## config.mk

```make
export PLATFORM = sky130hd
export DESIGN_NAME = mep_mul
export DESIGN_NICKNAME = d
export VERILOG_FILES = /design/src/rtl/core/mep_pkg.sv /design/src/rtl/core/mep_mul.sv
export SDC_FILE = /design/constraint.sdc
export NUM_CORES = 2
export LEC_CHECK = 0
export BUFFER_PORTS_ARGS = -buffer_cell sky130_fd_sc_hd__buf_2
export CAP_MARGIN = 10
export CORE_ASPECT_RATIO = 0.9
export CORE_MARGIN = 4
export CORE_UTILIZATION = 30
export DETAILED_ROUTE_END_ITERATION = 8
export SLEW_MARGIN = 20
export SYNTH_ARGS = -nofsm -noshare
export SYNTH_HDL_FRONTEND = slang
export SYNTH_SLANG_ARGS = --single-unit
```

## constraint.sdc

```tcl
create_clock -name clk -period 27.6 [get_ports clk]
set_input_delay 5.52 -clock clk [delete_from_list [all_inputs] [get_ports clk]]
set_output_delay 5.52 -clock clk [all_outputs]
set_load 0.005 [all_outputs]
```

## src/rtl/core/mep_pkg.sv

```systemverilog
// types and constants shared by the mandelbrot escape pixel block
`timescale 1ns / 1ps

package mep_pkg;

  // coordinate format: signed, 28 fraction bits
  localparam int COORD_BITS = 32;
  localparam int FRAC_BITS  = COORD_BITS - 4;
  localparam int STEP_BITS  = COORD_BITS - 1;
  localparam int PIX_BITS   = 10;
  localparam int COUNT_BITS = 16;
  localparam int COLOUR_BITS = 8;

  // working width of c and u: origin plus 1023 steps, plus one folded square
  localparam int VAL_W  = COORD_BITS + PIX_BITS + 1;
  // shared multiplier operand and product widths
  localparam int MUL_W  = COORD_BITS;
  localparam int PROD_W = 2 * MUL_W;

  // configuration port
  localparam int CFG_IDX_W  = 3;
  localparam int CFG_DATA_W = COORD_BITS;

  typedef enum logic [CFG_IDX_W-1:0] {
    REG_X_ORIGIN   = 3'd0,
    REG_Y_ORIGIN   = 3'd1,
    REG_X_STEP     = 3'd2,
    REG_Y_STEP     = 3'd3,
    REG_ITER_LIMIT = 3'd4,
    REG_BG_RED     = 3'd5,
    REG_BG_GREEN   = 3'd6,
    REG_BG_BLUE    = 3'd7
  } cfg_reg_t;

  // reset values of the registers
  localparam logic signed [COORD_BITS-1:0] X_ORIGIN_RST = -32'sd536870912;
  localparam logic signed [COORD_BITS-1:0] Y_ORIGIN_RST = 32'sd268435456;
  localparam logic [STEP_BITS-1:0]         X_STEP_RST   = 31'd786432;
  localparam logic [STEP_BITS-1:0]         Y_STEP_RST   = 31'd524288;
  localparam logic [COUNT_BITS-1:0]        LIMIT_RST    = 16'd256;
  localparam logic [COLOUR_BITS-1:0]       BG_RST       = 8'd0;

  // escape bounds: 2.0 on a component, 4.0 on the squared magnitude
  localparam logic signed [VAL_W-1:0]  TWO_VAL   = VAL_W'(64'sd1 <<< (FRAC_BITS + 1));
  localparam logic signed [PROD_W-1:0] FOUR_PROD = PROD_W'(64'sd1 <<< (2 * FRAC_BITS + 2));

  // colour constants
  localparam logic [COLOUR_BITS-1:0] COLOUR_FULL = 8'd255;
  localparam logic [COLOUR_BITS-1:0] COLOUR_NONE = 8'd0;

  typedef struct packed {
    logic signed [COORD_BITS-1:0] x_origin;
    logic signed [COORD_BITS-1:0] y_origin;
    logic [STEP_BITS-1:0]         x_step;
    logic [STEP_BITS-1:0]         y_step;
    logic [COUNT_BITS-1:0]        iteration_limit;
    logic [COLOUR_BITS-1:0]       bg_red;
    logic [COLOUR_BITS-1:0]       bg_green;
    logic [COLOUR_BITS-1:0]       bg_blue;
  } cfg_t;

  typedef struct packed {
    logic [PIX_BITS-1:0] column;
    logic [PIX_BITS-1:0] row;
  } in_word_t;

  typedef struct packed {
    logic [PIX_BITS-1:0]    out_column;
    logic [PIX_BITS-1:0]    out_row;
    logic [COLOUR_BITS-1:0] red;
    logic [COLOUR_BITS-1:0] green;
    logic [COLOUR_BITS-1:0] blue;
    logic [COUNT_BITS-1:0]  escape_count;
  } out_word_t;

endpackage

```

## src/rtl/core/mep_mul.sv

```systemverilog
// shared signed multiplier with registered product
`timescale 1ns / 1ps

module mep_mul (
  input  logic                                  clk,
  input  logic signed [mep_pkg::MUL_W-1:0]      mul_a,
  input  logic signed [mep_pkg::MUL_W-1:0]      mul_b,
  output logic signed [mep_pkg::PROD_W-1:0]     prod_r
);

  // one full-width product per cycle
  always_ff @(posedge clk) begin
    prod_r <= mul_a * mul_b;
  end

endmodule

```

==> summary.md <==
| Metric | Value |
|---|---|
| Status | `finished clean` |
| Die Wd | `379 um` |
| Clock buffer count from CTS | `9` |
| Worst setup margin | `between 10,000 and 15,000 ps` |
| DR iter-0 viols | `around 1,600` |
| Congestion Overflow GR | `0` |
| Max Clk Rate | `~74 MHz` |
| Worst-path fanout max | `32` |
| DIE AREA | `between 100,000 and 150,000 um^2` |
| Row cnt | `122` |
| EDFF count, synth | `0` |
| Layout cells sized above 1 | `under 10%` |
| Final WL | `a little over 100 mm` |
| Register area share after synthesis | `around 3.4%` |
| Routability Congestion | `0.832` |
| Clock Pin Slew Worst Setup and Hold Paths | `around 70 ps` |
| Async SR Flop Fraction | `0%` |
| Crit Path Category | `primary input to flip-flop` |
| Max FFs per register | `64` |
| Cell Area, Synth | `37,200 um^2` |
| Pre-antenna DRT Iters | `5` |
| Most frequent cells in the layout | `fa_1, inv_1, and2_1` |
| Multi-input logic area | `~32,000 um^2` |
| Largest net degree at the start of global routing | `33` |
| Final min period | `13,530 ps` |
| Commonest non-fill, non-tap cell in the layout | `fa_1` |
| Global Route Usage Sum | `around 17%` |
| Syn avg cell area | `roughly 9.6 um^2` |
| Number of synthesized register bits | `between 60 and 70` |
| Global-route wire length before repair | `between 150 and 200 mm` |
| MaxCap Viol Count | `0` |
| Dpl cells | `about 5,400` |
| Fin Setup TNS | `0 ps` |
| RSZ-0062 raised after global routing | `no` |
| Period utilization | `between 40% and 50%` |
| Synthesis-to-layout area growth | `6.39%` |
| Worst Path Arrival | `approximately 14,000 ps` |
| Post-CTS resize count | `0` |
| Max clock buf depth | `2` |
| Final setup vio count | `0` |
| Syn Nets | `about 5,200` |
| CTS tree | `done` |
| HP Class | `primary input to flip-flop` |
| Yosys warning count | `0` |
| H-tree lvl count | `3` |
| Hold buffers post-CTS | `0` |
| Slew HR | `35.6%` |
| Place WS | `approximately 14,000 ps` |
| Largest Register | `prod_r` |
| Detail Placement HPWL | `82.0 mm` |
| Via-per-instance ratio | `approximately 4.6` |
| WL per Instance | `18.6 um` |
| Die height | `342 um` |
| Residual DRC | `0` |
| CTS root buf | `clkbuf_16` |
| Final #Nets | `5,175` |
| Top Registers | `prod_r x64` |
| Vias | `25,400` |
| Crit end category | `flip-flop` |
| Final Hold Fails | `0` |
| Ys flop type | `dfxtp_1` |
| Core ar. | `around 120,000 um^2` |
| # clock sinks | `64` |
| Initial antenna violation count | `10` |
| WP data required | `between 20,000 and 30,000 ps` |
| Postcts setup bufs | `0` |
| Register area | `around 1300 um^2` |
| Synth cell types | `between 60 and 70` |
| Synth Instances | `3,884` |
| Measured slew at the worst slew-check pin | `967 ps` |
| Startpoint Class | `primary input` |
| Vias in the first global route | `28,600` |
| Fin cells | `between 5,000 and 6,000` |
| Initial Utilization | `a little under a third` |
| Post-detailed-route count of antenna-violating nets | `0` |
| IO Port Bufs | `about 130` |
| Fill cells | `between 10,000 and 15,000` |
| I/O pin count | `~130` |
| Final slew viol count | `0` |
==> final cells by class <==
class                           instances  area share, %
Antenna cell                            5         0.0316
Clock buffer                           11          0.638
Clock inverter                          5          0.139
Inverter                              952           9.02
Multi-Input combinational cell       2668           79.8
Sequential cell                        64           3.23
Tap cell                             1612           5.09
Timing Repair Buffer                  149           2.01
==> routing by layer <==
layer	share of wire (%)	routed length, um	up-vias	global-route usage, %
met5	0.20	207	-	1.02
met4	2.1	2140	6	3.86
met3	9.2	9330	108	4.90
met2	46	47000	855	26.3
met1	42	43100	13400	22.5
li1	-	-	11000	-
==> synthesized netlist by cell type, drive strengths merged, types with 3 or more instances <==
cell type	number	share of area (%)
nand4	7	0.12
a211oi	8	0.24
o31ai	7	0.18
buf	5	0.060
clkbuf	195	2.0
nor2	42	0.42
o21a	4	0.081
fa	1082	58
or3	5	0.087
and3	9	0.17
inv	952	9.6
nand3	15	0.20
and2	516	8.7
nor2b	3	0.050
xnor2	53	1.2
a31oi	13	0.26
nand2	511	5.2
nand2b	9	0.15
xor2	22	0.52
ha	184	6.2
o21ai	31	0.44
a21o	25	0.51
a21boi	3	0.060
o21bai	15	0.30
o211ai	3	0.060
dfxtp	64	3.4
a21oi	68	0.91
and4	4	0.10
nor3	7	0.11
==> worst paths after layout <==
path / cells past startpoint / to / slack [ps] / startpoint
worst max-delay path: 22 / prod_r[63] / 14070 / mul_b[8]
worst min-delay path: 3 / prod_r[0] / 5710 / mul_a[0]
==> critical path, cell delays in order <==
cell and delay, ps:
buf_2 660, nand2_1 210, fa_1 550, fa_1 540, fa_1 580, fa_1 450, fa_1 550, inv_1 50
fa_1 450, fa_1 600, fa_1 440, ha_1 410, a21oi_1 110, o21ai_0 360, a211oi_1 190, nor2_1 390
nor2b_1 130, a211oi_2 710, a311oi_1 310, o31ai_1 310, a21oi_1 120, xnor2_1 120
==> per-stage QoR <==
step | utilization (%) | hold slack [ps] | area [um^2]
floorplan | - | 5650 | 37200
global placement | 31.9 | 5900 | 39300
detailed placement | 31.9 | 5900 | 39300
CTS | 32.2 | 5690 | 39600
global route | 32.2 | 5720 | 39600
finish | 32.2 | 5710 | 39600
==> cells by family after synthesis <==
group	after synthesis	synth area share, %
XOR/XNOR	75	1.76
buffers and inverters	1152	11.6
AO/OA/AOI/OAI	193	3.46
flip-flops	64	3.44
AND/OR/NAND/NOR	1134	15.4
adder cells (fa/ha/maj)	1266	64.3
Power is not shown: default switching activity piles up to over one toggle a cycle in this logic, so the estimate is an artifact.
