**src/rtl/core/mep_pkg.sv**
```systemverilog
// types and constants shared by the mandelbrot escape pixel block
`timescale 1ns / 1ps

package mep_pkg;

  // coordinate format: signed, 28 fraction bits
  localparam int COORD_BITS = 32;
  localparam int FRAC_BITS  = COORD_BITS - 4;
  localparam int STEP_BITS  = COORD_BITS - 1;
  localparam int PIX_BITS   = 10;
  localparam int COUNT_BITS = 16;
  localparam int COLOUR_BITS = 8;

  // working width of c and u: origin plus 1023 steps, plus one folded square
  localparam int VAL_W  = COORD_BITS + PIX_BITS + 1;
  // shared multiplier operand and product widths
  localparam int MUL_W  = COORD_BITS;
  localparam int PROD_W = 2 * MUL_W;

  // configuration port
  localparam int CFG_IDX_W  = 3;
  localparam int CFG_DATA_W = COORD_BITS;

  typedef enum logic [CFG_IDX_W-1:0] {
    REG_X_ORIGIN   = 3'd0,
    REG_Y_ORIGIN   = 3'd1,
    REG_X_STEP     = 3'd2,
    REG_Y_STEP     = 3'd3,
    REG_ITER_LIMIT = 3'd4,
    REG_BG_RED     = 3'd5,
    REG_BG_GREEN   = 3'd6,
    REG_BG_BLUE    = 3'd7
  } cfg_reg_t;

  // reset values of the registers
  localparam logic signed [COORD_BITS-1:0] X_ORIGIN_RST = -32'sd536870912;
  localparam logic signed [COORD_BITS-1:0] Y_ORIGIN_RST = 32'sd268435456;
  localparam logic [STEP_BITS-1:0]         X_STEP_RST   = 31'd786432;
  localparam logic [STEP_BITS-1:0]         Y_STEP_RST   = 31'd524288;
  localparam logic [COUNT_BITS-1:0]        LIMIT_RST    = 16'd256;
  localparam logic [COLOUR_BITS-1:0]       BG_RST       = 8'd0;

  // escape bounds: 2.0 on a component, 4.0 on the squared magnitude
  localparam logic signed [VAL_W-1:0]  TWO_VAL   = VAL_W'(64'sd1 <<< (FRAC_BITS + 1));
  localparam logic signed [PROD_W-1:0] FOUR_PROD = PROD_W'(64'sd1 <<< (2 * FRAC_BITS + 2));

  // colour constants
  localparam logic [COLOUR_BITS-1:0] COLOUR_FULL = 8'd255;
  localparam logic [COLOUR_BITS-1:0] COLOUR_NONE = 8'd0;

  typedef struct packed {
    logic signed [COORD_BITS-1:0] x_origin;
    logic signed [COORD_BITS-1:0] y_origin;
    logic [STEP_BITS-1:0]         x_step;
    logic [STEP_BITS-1:0]         y_step;
    logic [COUNT_BITS-1:0]        iteration_limit;
    logic [COLOUR_BITS-1:0]       bg_red;
    logic [COLOUR_BITS-1:0]       bg_green;
    logic [COLOUR_BITS-1:0]       bg_blue;
  } cfg_t;

  typedef struct packed {
    logic [PIX_BITS-1:0] column;
    logic [PIX_BITS-1:0] row;
  } in_word_t;

  typedef struct packed {
    logic [PIX_BITS-1:0]    out_column;
    logic [PIX_BITS-1:0]    out_row;
    logic [COLOUR_BITS-1:0] red;
    logic [COLOUR_BITS-1:0] green;
    logic [COLOUR_BITS-1:0] blue;
    logic [COUNT_BITS-1:0]  escape_count;
  } out_word_t;

endpackage

```
**src/rtl/core/mep_cfg_regs.sv**
```systemverilog
// configuration register file with indexed writes
`timescale 1ns / 1ps

module mep_cfg_regs (
  input  logic                            clk,
  input  logic                            rst_n,
  input  logic                            cfg_we,
  input  logic [mep_pkg::CFG_IDX_W-1:0]   cfg_index,
  input  logic [mep_pkg::CFG_DATA_W-1:0]  cfg_wdata,
  output mep_pkg::cfg_t                   cfg
);

  mep_pkg::cfg_t cfg_r;
  mep_pkg::cfg_t cfg_nxt;

  // write decode, each register takes the low bits it holds
  always_comb begin
    cfg_nxt = cfg_r;
    if (cfg_we) begin
      unique case (mep_pkg::cfg_reg_t'(cfg_index))
        mep_pkg::REG_X_ORIGIN:   cfg_nxt.x_origin = $signed(cfg_wdata);
        mep_pkg::REG_Y_ORIGIN:   cfg_nxt.y_origin = $signed(cfg_wdata);
        mep_pkg::REG_X_STEP:     cfg_nxt.x_step = cfg_wdata[mep_pkg::STEP_BITS-1:0];
        mep_pkg::REG_Y_STEP:     cfg_nxt.y_step = cfg_wdata[mep_pkg::STEP_BITS-1:0];
        mep_pkg::REG_ITER_LIMIT: begin
          cfg_nxt.iteration_limit = cfg_wdata[mep_pkg::COUNT_BITS-1:0];
        end
        mep_pkg::REG_BG_RED:     begin
          cfg_nxt.bg_red = cfg_wdata[mep_pkg::COLOUR_BITS-1:0];
        end
        mep_pkg::REG_BG_GREEN:   begin
          cfg_nxt.bg_green = cfg_wdata[mep_pkg::COLOUR_BITS-1:0];
        end
        mep_pkg::REG_BG_BLUE:    begin
          cfg_nxt.bg_blue = cfg_wdata[mep_pkg::COLOUR_BITS-1:0];
        end
        default: ;
      endcase
    end
  end

  // register storage
  always_ff @(posedge clk) begin
    if (!rst_n) begin
      cfg_r.x_origin        <= mep_pkg::X_ORIGIN_RST;
      cfg_r.y_origin        <= mep_pkg::Y_ORIGIN_RST;
      cfg_r.x_step          <= mep_pkg::X_STEP_RST;
      cfg_r.y_step          <= mep_pkg::Y_STEP_RST;
      cfg_r.iteration_limit <= mep_pkg::LIMIT_RST;
      cfg_r.bg_red          <= mep_pkg::BG_RST;
      cfg_r.bg_green        <= mep_pkg::BG_RST;
      cfg_r.bg_blue         <= mep_pkg::BG_RST;
    end else begin
      cfg_r <= cfg_nxt;
    end
  end

  assign cfg = cfg_r;

endmodule

```
**config.mk**
```make
export PLATFORM = sky130hd
export DESIGN_NAME = mep_cfg_regs
export DESIGN_NICKNAME = d
export VERILOG_FILES = /design/src/rtl/core/mep_pkg.sv /design/src/rtl/core/mep_cfg_regs.sv
export SDC_FILE = /design/constraint.sdc
export NUM_CORES = 1
export LEC_CHECK = 0
export ABC_CLOCK_PERIOD_IN_PS = 1430
export BUFFER_PORTS_ARGS = -buffer_cell sky130_fd_sc_hd__buf_2
export CAP_MARGIN = 40
export CORE_MARGIN = 8
export CORE_UTILIZATION = 45
export DETAILED_ROUTE_END_ITERATION = 16
export PLACE_DENSITY_LB_ADDON = 0.3
export SLEW_MARGIN = 20
export SYNTH_ARGS = -nofsm -noshare
export SYNTH_HDL_FRONTEND = slang
export SYNTH_SLANG_ARGS = --single-unit
```
**constraint.sdc**
```tcl
create_clock -name clk -period 1.43 [get_ports clk]
set_input_delay 0.286 -clock clk [delete_from_list [all_inputs] [get_ports clk]]
set_output_delay 0.286 -clock clk [all_outputs]
set_load 0.005 [all_outputs]
```
==> flow_summary.yaml <==
timing:
  totalNegativeSetupSlack_ps: 0
  rsz0062_at_grt: "no"
  finalSetupViolations: 0
  fin_crit_ps: 1200
  maxSlewViolCount: 0
  fmax_mhz: 832
  final_hold_viol_count: 0
  worst_slack_ps: 228
  skew_ps: 0
  slew-limit-headroom: 0.727
  post-route-period-util: 0.841
  worstMarginPinSlew_ps: 408
floorplanning:
  coreArea_mm2: 0.0133
  dieArea_mm2: 0.0177
  ios: 204
  rows: 42
  die_h_um: 133
  die-width_um: 133
  initial_core_util: 0.463
cells_and_area:
  largest_reg_flops: 166
  final_nets: 830
  antenna_cells: 0
  utilization: 0.603
  num-fill-cells: 1119
  drive_gt1_frac: 0.324
  area_growth_pct: 30.3
  finalNonFillerCells: 981
worst_setup_path:
  r2r_slack_ps: 740
  crit_chain: "buf_2"
  crit_fanout: 2
  reg2regPathDepth: 2
  endpoint_kind: "output port"
  cp_num_buf_inv: 1
  r2r_end: "cfg[44]"
  critPathCapture: "cfg[110]"
  max_stage_delay_ps: 360
  cp.arrival_ps: 920
  path_depth: 1
  critPathTopFamily: "flip-flops"
  slowest_stage: "dfxtp_1"
  worstSetupPathType: "flip-flop to output port"
  worstPathRequired_ps: 1140
  start_kind: "flip-flop"
  critPathLaunch: "cfg[110]"
  r2r-start: "cfg[44]"
yosys:
  syn_nets: 628
  ys_ff_latch: 166
  synth_cells: 590
  yosys_warnings: 0
  post_synth_num_cell_types: 15
  mappedNetlistArea_mm2: 0.00615
  ys_seq_area_frac: 0.540
  syn_avg_cell_area_um2: 10.4
clocking:
  cts_buffers: 17
  path_clk_slew_ps: 60
  cts.repair.resized: 0
  clk-insertion-delay-late_ps: 410
  ctsLongestPathBuffers: 2
  cts_sinks: 166
  hold_buffers: 0
  postCtsSetupBuffers: 0
  h-tree-depth: 4
  cts_tree: "built"
  clockRootBuffer: "clkbuf_16"
power:
  p_per_area_mw_per_mm2: 1230
  total_leakage_power_nw: 4.15
  total_power_mw: 9.84
  vdd.ir_drop.worst_mv: 0.727
detailed_routing:
  wl_per_cell_um: 17.0
  viasPerCell: 4.90
  drt-pass1-iter-count: 4
  drc: 0
  routed_wl_um: 16700
  via_count: 4805
  ant_nets: 0
  drtIter0Drc: 227
run_status:
  status: "complete, no violations"
placed_design:
  dpl.hpwl_um: 12200
  dp_slack_ps: -26.6
  numPortBuffers: 203
  globalplace.congestion: 0.766
  dp.cells: 949
grt:
  grt_pass1_vias: 5091
  grt_pass1_wl_um: 26200
  antenna_found_initial: 1
  grt_max_degree: 41
  grt-ovfl-total: 0
  grt.total_usage: 0.184
min_path:
  worstHoldStart: "cfg_wdata[31]"
  min_path_type: "input pin to flip-flop"
job:
  maxCapViolCount: 0
==> through the flow <==
stage	hold slack [ps]	instance area [um^2]
after floorplan	428	6150
after global placement	439	7440
after detailed placement	444	7440
after CTS	111	8020
after global routing	114	8020
final	131	8020
==> logic make-up (layout without fill, tap and decap cells) <==
kind of cell  Yosys count  after routing  share of synthesized area
simple gates          214            214                      0.148
mux                   166            166                      0.270
flops                 166            166                      0.540
buf+inv                44            259                     0.0421
==> routing by layer <==
metal	up-vias	track usage	routed length, um
met5	-	0	12
met4	2	0.0776	324
met3	23	0.0696	1290
met2	152	0.305	7910
met1	2284	0.207	7120
li1	2344	-	-
==> placed cells by master, fill, tap and decap left out, types with 3 or more instances in the layout <==
master      Yosys  layout
clkbuf_16       0      17
nand4b_1        3       3
buf_4           6      16
nand2_1       190     190
buf_2          15     202
mux2i_1       166     166
dfxtp_1       166     166
clkbuf_8        0       6
nor2b_1        15      15
clkinv_2        0       3
clkinvlp_4      0       3
buf_12          0       8
==> power by group <==
part | leakage [nW] | switching, mW | internal (mW)
registers | 1.34 | 0.0566 | 4.73
clock network | 0.281 | 1.75 | 2.67
logic | 2.53 | 0.363 | 0.282
total | 4.15 | 2.17 | 7.68
==> layout make-up <==
cell class                 instances  area, um^2  share of cell area
sequential                       166        3320               0.414
multi-input combinational        380        2590               0.323
timing repair buffer             227        1300               0.162
clock buffer                      25         515              0.0643
tap                              176         220              0.0275
clock inverter                     7        67.6             0.00843
==> synthesized netlist by cell type <==
master / n / area (um^2)
nand2_1: 190 / 713
dfxtp_1: 166 / 3320
mux2i_1: 166 / 1660
buf_2: 15 / 75.1
nor2b_1: 15 / 93.8
clkbuf_1: 14 / 52.6
buf_6: 7 / 78.8
buf_4: 6 / 45.0
nand4b_1: 3 / 26.3
buf_1: 2 / 7.51
nand4bb_1: 2 / 22.5
and4bb_2: 1 / 12.5
nand4_1: 1 / 6.26
nor4b_4: 1 / 23.8
nor4bb_1: 1 / 10.0
==> worst min path at each step <==
stage / endpoint / slack (ps) / cells past startpoint
floorplan: cfg[133] / 430 / 2
global placement: cfg[117] / 440 / 2
detailed placement: cfg[158] / 440 / 2
CTS: cfg[133] / 110 / 3
global route: cfg[133] / 110 / 3
finish: cfg[133] / 130 / 3
(Power assumes the default switching activity.)
